File: config.mk
export PLATFORM = sky130hd
export DESIGN_NAME = timed_serial_byte_receiver_top_flat
export DESIGN_NICKNAME = d
export VERILOG_FILES = /design/src/sv/tsbr_pkg.sv /design/src/sv/tsbr_channels.sv /design/src/sv/timed_serial_byte_receiver_top.sv /design/src/flat_wrapper.sv
export VERILOG_INCLUDE_DIRS = /design/src /design/src/sv
export SDC_FILE = /design/constraint.sdc
export NUM_CORES = 1
export LEC_CHECK = 0
export BUFFER_PORTS_ARGS = -buffer_cell sky130_fd_sc_hd__buf_2
export CORE_ASPECT_RATIO = 0.5
export CORE_UTILIZATION = 40
export CTS_BUF_LIST = sky130_fd_sc_hd__clkbuf_16
export DETAILED_ROUTE_END_ITERATION = 10
export GPL_TIMING_DRIVEN = 0
export PLACE_DENSITY = 0.57
export SYNTH_ARGS = -nofsm -noshare
export SYNTH_HDL_FRONTEND = slang
export SYNTH_SLANG_ARGS = --single-unit
File: constraint.sdc
create_clock -name clk -period 6.8 [get_ports clk]
set_clock_uncertainty 0.2 [all_clocks]
set_input_delay 0.68 -clock clk [delete_from_list [all_inputs] [get_ports clk]]
set_output_delay 0.68 -clock clk [all_outputs]
set_load 0.05 [all_outputs]
File: src/sv/assert_macros.svh
// Assertion macros for the timed serial byte receiver.
// The files that check their own logic include this header. It has no other dependencies.
`ifndef ASSERT_MACROS_SVH
`define ASSERT_MACROS_SVH
`ifndef SYNTH
// The property must hold at every clock edge that falls outside reset.
`define TSBR_ASSERT(label, clk, rst_n, prop) \
    label: assert property (@(posedge clk) disable iff (!rst_n) (prop)) \
        else $error("tsbr assertion failed");
// The condition must never be true at a clock edge that falls outside reset.
`define TSBR_NEVER(label, clk, rst_n, cond) \
    label: assert property (@(posedge clk) disable iff (!rst_n) !(cond)) \
        else $error("tsbr forbidden condition seen");
`else
`define TSBR_ASSERT(label, clk, rst_n, prop)
`define TSBR_NEVER(label, clk, rst_n, cond)
`endif
`endif

File: src/sv/tsbr_pkg.sv
// Shared constants and types for the timed serial byte receiver.
// It has no dependencies. The result and configuration interfaces, the top level and the testbench import it.
`default_nettype none

package tsbr_pkg;

    // Frame format and field widths.
    localparam int DATA_BITS = 8;
    localparam int IDX_W     = 4;
    localparam int TIMER_W   = 16;
    localparam int CORR_W    = 8;
    localparam int BYTE_W    = 8;
    localparam int POS_W     = 3;
    localparam int CFG_IDX_W = 1;
    localparam int CFG_DATA_W = 16;

    // Register values after reset.
    localparam logic [TIMER_W-1:0] BIT_PERIOD_RESET = TIMER_W'(104);
    localparam logic [CORR_W-1:0]  CORRECTION_RESET = CORR_W'(18);

    // Index of the last data bit, at the width of the bit counter.
    localparam logic [IDX_W-1:0]   LAST_BIT_IDX     = IDX_W'(DATA_BITS);

    // Configuration register indexes.
    typedef enum logic [CFG_IDX_W-1:0] {
        REG_BIT_PERIOD  = 1'b0,
        REG_PERIOD_CORR = 1'b1
    } cfg_reg_t;

endpackage

`default_nettype wire

File: src/sv/tsbr_channels.sv
// Valid/ready channel interfaces for the timed serial byte receiver.
// The result and configuration interfaces depend on tsbr_pkg for field widths.
`default_nettype none

// Line sample channel: one item per microsecond tick.
interface tsbr_line_if;
    logic valid;
    logic ready;
    logic line_level;

    modport source (output valid, output line_level, input ready);
    modport sink   (input valid, input line_level, output ready);
endinterface

// Result channel: one item for every accepted line sample.
interface tsbr_result_if;
    import tsbr_pkg::*;
    logic              valid;
    logic              ready;
    logic              byte_done;
    logic [BYTE_W-1:0] received_byte;

    modport source (output valid, output byte_done, output received_byte, input ready);
    modport sink   (input valid, input byte_done, input received_byte, output ready);
endinterface

// Configuration write channel.
interface tsbr_cfg_if;
    import tsbr_pkg::*;
    logic                  valid;
    logic                  ready;
    logic [CFG_IDX_W-1:0]  index;
    logic [CFG_DATA_W-1:0] data;

    modport source (output valid, output index, output data, input ready);
    modport sink   (input valid, input index, input data, output ready);
endinterface

`default_nettype wire

File: src/sv/timed_serial_byte_receiver_top.sv
// Timed serial byte receiver: each accepted line sample gives one registered result item.
// Throughput is one item per cycle while results are taken; the bit timer, bit counter and shift
// register update in one pass. A new sample is taken while a result waits, as long as the result
// is taken in the same cycle. Reset (rst_n low, asynchronous) clears the timer, counter and bytes,
// sets the previous level high, and loads a bit period of 104 ticks and a correction of 18 ticks.
// Depends on tsbr_pkg, tsbr_channels and assert_macros.svh.
`default_nettype none
`include "assert_macros.svh"

module timed_serial_byte_receiver_top (
    input  wire logic      clk,
    input  wire logic      rst_n,
    tsbr_line_if.sink      line_in,
    tsbr_result_if.source  result_out,
    tsbr_cfg_if.sink       cfg
);
    import tsbr_pkg::*;

    // Configuration registers.
    logic [TIMER_W-1:0] bit_period_reg;
    logic [CORR_W-1:0]  period_corr_reg;

    // Receiver state.
    logic [TIMER_W-1:0] bit_timer_reg,  bit_timer_next;
    logic [IDX_W-1:0]   bit_index_reg,  bit_index_next;
    logic [BYTE_W-1:0]  shift_byte_reg, shift_byte_next;
    logic               prev_level_reg, prev_level_next;
    logic [BYTE_W-1:0]  held_byte_reg,  held_byte_next;

    // Result register.
    logic               out_valid_reg;
    logic               out_done_reg;
    logic [BYTE_W-1:0]  out_byte_reg;

    logic               in_accept;
    logic               out_accept;
    logic               done_next;
    logic [TIMER_W-1:0] timer_dec;
    logic [TIMER_W-1:0] corrected_period;
    logic               expired;
    logic [IDX_W-1:0]   bit_pos;
    logic [IDX_W-1:0]   index_inc;

    // Handshakes: the result register is free when empty or being emptied.
    assign cfg.ready         = 1'b1;
    assign out_accept        = out_valid_reg & result_out.ready;
    assign line_in.ready     = ~out_valid_reg | result_out.ready;
    assign in_accept         = line_in.valid & line_in.ready;

    assign result_out.valid         = out_valid_reg;
    assign result_out.byte_done     = out_done_reg;
    assign result_out.received_byte = out_byte_reg;

    // Configuration writes.
    always_ff @(posedge clk or negedge rst_n)
    begin
        if (!rst_n)
        begin
            bit_period_reg  <= BIT_PERIOD_RESET;
            period_corr_reg <= CORRECTION_RESET;
        end
        else if (cfg.valid)
        begin
            unique case (cfg.index)
                REG_BIT_PERIOD:  bit_period_reg  <= cfg.data;
                REG_PERIOD_CORR: period_corr_reg <= cfg.data[CORR_W-1:0];
                default:         ;
            endcase
        end
    end

    // Timer countdown with saturating reload value.
    always_comb
    begin
        timer_dec = (bit_timer_reg != '0) ? bit_timer_reg - TIMER_W'(1) : '0;
        expired   = (timer_dec == '0);
        if (TIMER_W'(period_corr_reg) >= bit_period_reg)
            corrected_period = '0;
        else
            corrected_period = bit_period_reg - TIMER_W'(period_corr_reg);
        bit_pos   = bit_index_reg - IDX_W'(1);
        index_inc = bit_index_reg + IDX_W'(1);
    end

    // Start detection while idle, one data bit per expiry while receiving.
    always_comb
    begin
        bit_timer_next  = expired ? corrected_period : timer_dec;
        bit_index_next  = bit_index_reg;
        shift_byte_next = shift_byte_reg;
        prev_level_next = prev_level_reg;
        held_byte_next  = held_byte_reg;
        done_next       = 1'b0;

        if (bit_index_reg == '0)
        begin
            if (!line_in.line_level && prev_level_reg)
            begin
                bit_index_next = IDX_W'(1);
                bit_timer_next = bit_period_reg;
            end
            prev_level_next = line_in.line_level;
        end
        else if (expired)
        begin
            // Positions beyond the held byte are dropped.
            if (bit_pos < IDX_W'(BYTE_W))
                shift_byte_next = shift_byte_reg
                    | (BYTE_W'(line_in.line_level) << bit_pos[POS_W-1:0]);
            bit_index_next = index_inc;
            if (index_inc > LAST_BIT_IDX)
            begin
                held_byte_next  = shift_byte_next;
                shift_byte_next = '0;
                bit_index_next  = '0;
                done_next       = 1'b1;
            end
        end
    end

    // State update on each accepted item.
    always_ff @(posedge clk or negedge rst_n)
    begin
        if (!rst_n)
        begin
            bit_timer_reg  <= '0;
            bit_index_reg  <= '0;
            shift_byte_reg <= '0;
            prev_level_reg <= 1'b1;
            held_byte_reg  <= '0;
        end
        else if (in_accept)
        begin
            bit_timer_reg  <= bit_timer_next;
            bit_index_reg  <= bit_index_next;
            shift_byte_reg <= shift_byte_next;
            prev_level_reg <= prev_level_next;
            held_byte_reg  <= held_byte_next;
        end
    end

    // Result register valid flag.
    always_ff @(posedge clk or negedge rst_n)
    begin
        if (!rst_n)
            out_valid_reg <= 1'b0;
        else if (in_accept)
            out_valid_reg <= 1'b1;
        else if (out_accept)
            out_valid_reg <= 1'b0;
    end

    // Result register payload.
    always_ff @(posedge clk)
    begin
        if (in_accept)
        begin
            out_done_reg <= done_next;
            out_byte_reg <= held_byte_next;
        end
    end

    // A new item never overwrites a result that is still waiting.
    `TSBR_NEVER(a_no_overwrite, clk, rst_n, in_accept && out_valid_reg && !result_out.ready)
    // The bit counter stays within the frame.
    `TSBR_NEVER(a_index_range, clk, rst_n, bit_index_reg > LAST_BIT_IDX)
    // A completed byte returns the receiver to idle and shows up in the result register.
    `TSBR_ASSERT(a_done_idle, clk, rst_n,
        (in_accept && done_next) |=> (bit_index_reg == '0 && out_valid_reg && out_done_reg))
    // Receiver state moves only when an item is accepted.
    `TSBR_ASSERT(a_state_hold, clk, rst_n,
        !in_accept |=> ($stable(bit_index_reg) && $stable(bit_timer_reg)))

endmodule

`default_nettype wire

File: src/flat_wrapper.sv
// flat-port wrapper written by rule: the top's interface ports become plain ports
module timed_serial_byte_receiver_top_flat import tsbr_pkg::*;
  (clk, rst_n, line_in_valid, line_in_line_level, line_in_ready, result_out_valid, result_out_byte_done, result_out_received_byte, result_out_ready, cfg_valid, cfg_index, cfg_data, cfg_ready);
  tsbr_line_if line_in_i ();
  tsbr_result_if result_out_i ();
  tsbr_cfg_if cfg_i ();
  input  wire logic clk;
  input  wire logic rst_n;
  input wire logic [$bits(line_in_i.valid)-1:0] line_in_valid;
  input wire logic [$bits(line_in_i.line_level)-1:0] line_in_line_level;
  output wire logic [$bits(line_in_i.ready)-1:0] line_in_ready;
  output wire logic [$bits(result_out_i.valid)-1:0] result_out_valid;
  output wire logic [$bits(result_out_i.byte_done)-1:0] result_out_byte_done;
  output wire logic [$bits(result_out_i.received_byte)-1:0] result_out_received_byte;
  input wire logic [$bits(result_out_i.ready)-1:0] result_out_ready;
  input wire logic [$bits(cfg_i.valid)-1:0] cfg_valid;
  input wire logic [$bits(cfg_i.index)-1:0] cfg_index;
  input wire logic [$bits(cfg_i.data)-1:0] cfg_data;
  output wire logic [$bits(cfg_i.ready)-1:0] cfg_ready;
  assign line_in_i.valid = line_in_valid;
  assign line_in_i.line_level = line_in_line_level;
  assign line_in_ready = line_in_i.ready;
  assign result_out_valid = result_out_i.valid;
  assign result_out_byte_done = result_out_i.byte_done;
  assign result_out_received_byte = result_out_i.received_byte;
  assign result_out_i.ready = result_out_ready;
  assign cfg_i.valid = cfg_valid;
  assign cfg_i.index = cfg_index;
  assign cfg_i.data = cfg_data;
  assign cfg_ready = cfg_i.ready;
  timed_serial_byte_receiver_top u_core (.clk(clk), .rst_n(rst_n), .line_in(line_in_i), .result_out(result_out_i), .cfg(cfg_i));
endmodule
# --- After elaboration in Yosys (flattened, before gate mapping) ---
# Index checks and enable logic that the tools add are counted.
totals:
  output_inout_bits: 12
  ff_bits: 71
classes:
  shifts: 1
  n_eq_ne: 1
  bitwise: 8
  n_addsub: 4
  mux: 17
  n_reduce_logical: 13
  magnitude_cmp: 3
ops:
  columns: ["op", "count"]
  rows:
  - ["16-bit 2-to-1 mux", 5]
  - ["8-bit 2-to-1 mux", 5]
  - ["8-bit by 16-bit >= comparator with 1-bit output", 1]
  - ["16-bit logical NOT", 1]
  - ["4-bit 2-to-1 mux", 4]
  - ["16-bit nonzero test", 1]
  - ["16-bit by 1-bit subtractor with 16-bit output (second input constant)", 1]
  - ["16-bit by 8-bit subtractor with 16-bit output", 1]
  - ["8-bit OR", 1]
  - ["1-bit by 3-bit << shifter with 8-bit output", 1]
  - ["2-bit AND reduction", 3]
  - ["3-bit AND reduction", 2]
  - ["4-bit by 1-bit adder with 4-bit output (second input constant)", 1]
  - ["4-bit greater-than comparator (second input constant)", 1]
  - ["4-bit logical NOT", 1]
  - ["4-bit less-than comparator (second input constant)", 1]
  - ["1-bit inverter", 4]
  - ["2-bit nonzero test", 2]
  - ["4-bit by 1-bit subtractor with 4-bit output (second input constant)", 1]
  - ["1-bit 2-to-1 mux", 3]
  - ["1-bit AND", 2]
  - ["2-bit != test (second input constant)", 1]
  - ["2-bit OR reduction", 1]
  - ["1-bit logical AND", 1]
  - ["other kinds (2)", 2]

# --- Logic depth before layout (Yosys ltp) ---
depth:
  ltp_word: 7
  ltp_mapped: 13
  ltp_nobuf: 11

# --- Worst setup path before layout ---
# OpenSTA, ideal clock, no wires.
synth_timing:
  kind: "register to register"
  startpoint: "register u_core.bit_timer_reg[0]"
  endpoint: "register u_core.out_byte_reg[0], in the netlist u_core.result_out.received_byte[0] (data pin)"
  path_buffers: 3
  path_slack_ns: 3.453
  synth_period_minus_slack_ns: 3.347
  t_required_ns: 6.340
  arrival_time_ns: 2.887
  stages_incl_launch_ff: 12
  cell_sequence: "dfrtp_1 -> buf_6 -> inv_1 -> ha_1 -> buf_2 -> or3b_2 -> or4_4 -> and3b_4 -> and4_4 -> o211ai_4 -> buf_6 -> mux2_2"
synth_via:
  elab_chain_len: 5
synth_lines:
  columns: ["element", "line", "text"]
  rows:
  - ["start, declared", "timed_serial_byte_receiver_top.sv:24", "logic [TIMER_W-1:0] bit_timer_reg, bit_timer_next;"]
  - ["start signal, assigned", "timed_serial_byte_receiver_top.sv:134", "bit_timer_reg <= bit_timer_next;"]
  - ["16-bit by 1-bit subtractor with 16-bit output or 16-bit nonzero test (tied branches)", "timed_serial_byte_receiver_top.sv:75", "timer_dec = (bit_timer_reg != '0) ? bit_timer_reg - TIMER_W'(1) : '0;"]
  - ["16-bit 2-to-1 mux (*)", "timed_serial_byte_receiver_top.sv:75", null]
  - ["16-bit logical NOT (*)", "timed_serial_byte_receiver_top.sv:76", "expired = (timer_dec == '0);"]
  - ["8-bit 2-to-1 mux (*)", "timed_serial_byte_receiver_top.sv:104", "else if (expired)"]
  - ["8-bit 2-to-1 mux (*)", "timed_serial_byte_receiver_top.sv:95", "if (bit_index_reg == '0)"]
  - ["named net u_core.held_byte_next[0]", "timed_serial_byte_receiver_top.sv:28", "logic [BYTE_W-1:0] held_byte_reg, held_byte_next;"]
  - ["end signal, assigned", "timed_serial_byte_receiver_top.sv:159", "out_byte_reg <= held_byte_next;"]
  - ["end, declared", "timed_serial_byte_receiver_top.sv:33", "logic [BYTE_W-1:0] out_byte_reg;"]
# The timed path passes the listed nets; every way through them passes the cells marked *.
# A chain may end at the register's enable or synchronous reset.

# --- Final worst setup path ---
# Same ends and word-level chain as after synthesis.

==> flow_summary_export.csv <==
group,metric,value,unit
global_routing,gr-total-overflow,0,
placement,place_hpwl,8060,um
routing,viasPerCell,5.57,
synthesis,yosys.area.top_type_share,30.2,%
setup_path,crit_path_end_kind,"flop",
setup_path,r2r-start,"u_core.bit_timer_reg[0]$_DFFE_PN0P_",
cts,clk_pin_slew,0.06,ns
synthesis,syn_inst,475,
setup_path,cp_common_cell,"buf_6",
synthesis,seq_area_frac_synth,39.4,%
synthesis,synth_most_common_cell,"dfrtp_1",
setup_path,crit_chain,"buf_6, inv_1, ha_1, buf_2, or3b_2, or4_4, and3b_4, and4_4, o211ai_4, buf_6, mux2_2",
cells_and_area,final_util,47.2,%
placement,port_buffers,32,
floorplanning,num_rows,27,
global_routing,grt_use_total,19.9,%
synthesis,synthTopCellsByCount,"dfrtp_1 (56), mux2_2 (33), nor2_1 (33)",
synthesis,synth_fp_nets,510,
setup_path,crit_path_start_kind,"flop",
setup_path,crit_family,"simple AND/OR/NAND/NOR gates",
timing,finalHoldViolCount,0,
cells_and_area,antennaDiodeCount,0,
timing,setup_tns,0,ns
power,leakage,2.22,nW
outcome,outcome,"finished clean",
global_routing,grt_pass1_wl,18600,um
cells_and_area,drive_gt1_share,24.9,%
cts,hold_buffers,0,
cts,root_buffer,"clkbuf_16",
setup_path,critical_path_class,"reg -> reg",
setup_path,cpMaxStageDelayCell,"or4_4",
floorplanning,initial_utilization,41.6,%
cells_and_area,layout.nets,553,
run,cap_violations,0,
setup_path,cp_num_cells,11,
cts,cts_max_path_buffers,2,
setup_path,cp_max_fo,10,
synthesis,synth_edf_count,9,
timing,max_freq,284,MHz
floorplanning,core,11100,um^2
setup_path,arrival,3.41,ns
placement,place_congestion,0.867,
global_routing,grt_max_degree,63,
power,ir_worst_vdd,0.112,mV
routing,routed_wirelength,11000,um
timing,finalSetupViolCount,0,
timing,rsz0062_at_grt,"false",
setup_path,crit_required,6.69,ns
cells_and_area,register_area,1830,um^2
global_routing,antenna_found_initial,0,
timing,finalCritPeriodShare,51.8,%
cts,insertion_delay,0.34,ns
routing,wire_per_inst,16.5,um
cts,post_cts_buffers,0,
cells_and_area,fillerInstances,1083,
setup_path,cp.buffers_inverters,4,
synthesis,ys.flop_type,"dfrtp_1",
routing,dr.pass1.iters,5,
floorplanning,fp.dieArea,12100,um^2
setup_path,reg2reg_depth,11,
timing,timing.final.crit_period,3.53,ns
setup_path,r2r_end,"u_core.result_out.received_byte[0]$_DFFE_PP_",
setup_path,critPathMaxStageDelay,0.49,ns
floorplanning,die_h,78.1,um
timing,slew_viol_final,0,
cts,cts_buffers,9,
cts,htreeDepth,3,
synthesis,synth_top_area_cell,"dfrtp_1",
global_routing,grt_pass1_vias,3640,
power,p_per_area,307,nW/um^2
cells_and_area,multi_input_area,2560,um^2
synthesis,ys_seq_elements,71,
routing,drt_iter0_drc,200,
synthesis,netlist_area,4640,um^2
synthesis,async_flop_share,87.3,%
routing,remaining_drc_errors,0,
cts,ctsResizeCount,0,
synthesis,synth_cell_types,79,
worst_hold_path,min_path_type,"in -> async",
setup_path,r2r_slack,3.27,ns
routing,vias,3722,
floorplanning,die_x,154,um
cells_and_area,area_growth,13.5,%
synthesis,yosys_warnings,0,
cts,clock-sinks,71,
routing,ant_nets,0,
floorplanning,io_pins,35,
timing,relSlewSlack,28.8,%
synthesis,syn-mean-instance-area,9.76,um^2
timing,tightestPinTransition,1.07,ns
synthesis,synthTopCellsByArea,"dfrtp_1 (30%), mux2_2 (8.0%), edfxtp_1 (5.8%), dfstp_2 (3.4%), o21ai_0 (3.3%)",
cts,tritoncts,"yes",
==> routing by layer <==
layer  global-route usage, %  vias to the layer above  share of wire, %
met4                    5.64                        0               1.0
met2                    30.9                      101                42
met1                    27.7                     1768                50
li1                        -                     1838                 -
met3                    4.69                       15               6.3
met5                       0                        -                 0
==> area by class of cell <==
type,instances,share of cell area [%]
multi-input cells,351,48.7
flip-flops and latches,71,34.7
clock buffers,9,4.28
well taps,145,3.45
repair buffers,32,3.09
plain buffers,28,2.90
inverters,25,1.78
clock inverters,7,1.09
==> worst reg2reg max path: stages, from the launching register on <==
cell,delay (ns)
dfrtp_1,0.37
buf_6,0.13
inv_1,0.09
ha_1,0.14
buf_2,0.19
or3b_2,0.48
or4_4,0.49
and3b_4,0.21
and4_4,0.20
o211ai_4,0.24
buf_6,0.19
mux2_2,0.33
==> through the flow <==
stage          total power [W]  instances  setup WS (ns)  hold WS, ns  cell area (um^2)
3_5_place_dp           0.00116        652           3.28        0.277              4980
5_1_grt                0.00172        668           3.07        0.306              5270
3_3_place_gp           0.00115        652           3.27        0.268              4980
2_1_floorplan          0.00102        475           3.45        0.184              4640
4_1_cts                0.00162        668           3.26        0.280              5270
6_report               0.00162        668           3.27        0.245              5270
==> how the worst max path moves through the flow <==
stage | from | end | slack, ns
3_5_place_dp | u_core.bit_timer_reg[0]$_DFFE_PN0P_ | u_core.result_out.received_byte[0]$_DFFE_PP_ | 3.28
6_report | u_core.bit_timer_reg[0]$_DFFE_PN0P_ | u_core.result_out.received_byte[0]$_DFFE_PP_ | 3.27
5_1_grt | u_core.bit_timer_reg[0]$_DFFE_PN0P_ | u_core.bit_timer_reg[15]$_DFFE_PN0P_ | 3.07
4_1_cts | u_core.bit_timer_reg[0]$_DFFE_PN0P_ | u_core.result_out.received_byte[0]$_DFFE_PP_ | 3.26
3_3_place_gp | u_core.bit_timer_reg[0]$_DFFE_PN0P_ | u_core.result_out.received_byte[0]$_DFFE_PP_ | 3.27
2_1_floorplan | u_core.bit_timer_reg[0]$_DFFE_PN0P_ | u_core.result_out.received_byte[0]$_DFFE_PP_ | 3.45
==> cells by family after synthesis <==
| group | after synthesis | synth area share, % |
|---|---|---|
| compound gates | 124 | 18.5 |
| xor+xnor | 17 | 3.21 |
| fa+ha+maj | 12 | 3.40 |
| buf+inv | 53 | 5.31 |
| flops | 71 | 39.4 |
| mux | 43 | 10.8 |
| other cells | 1 | 0.0809 |
| simple gates | 154 | 19.3 |
==> power by group <==
part | internal [W] | total, W | switching (W)
clock | 0.000278 | 0.000460 | 0.000182
combinational | 0.000244 | 0.000588 | 0.000344
sequential | 0.000494 | 0.000568 | 0.0000741
==> cell usage in the layout, fill, tap and decap left out, types with 14 or more instances in the layout <==
master / instances
nor3_1: 16
o21ai_0: 31
nand2_1: 32
nor2_1: 33
inv_1: 26
clkbuf_1: 14
mux2_2: 33
dfrtp_1: 56
buf_2: 35
a21oi_1: 26
(Power assumes the default switching activity.)
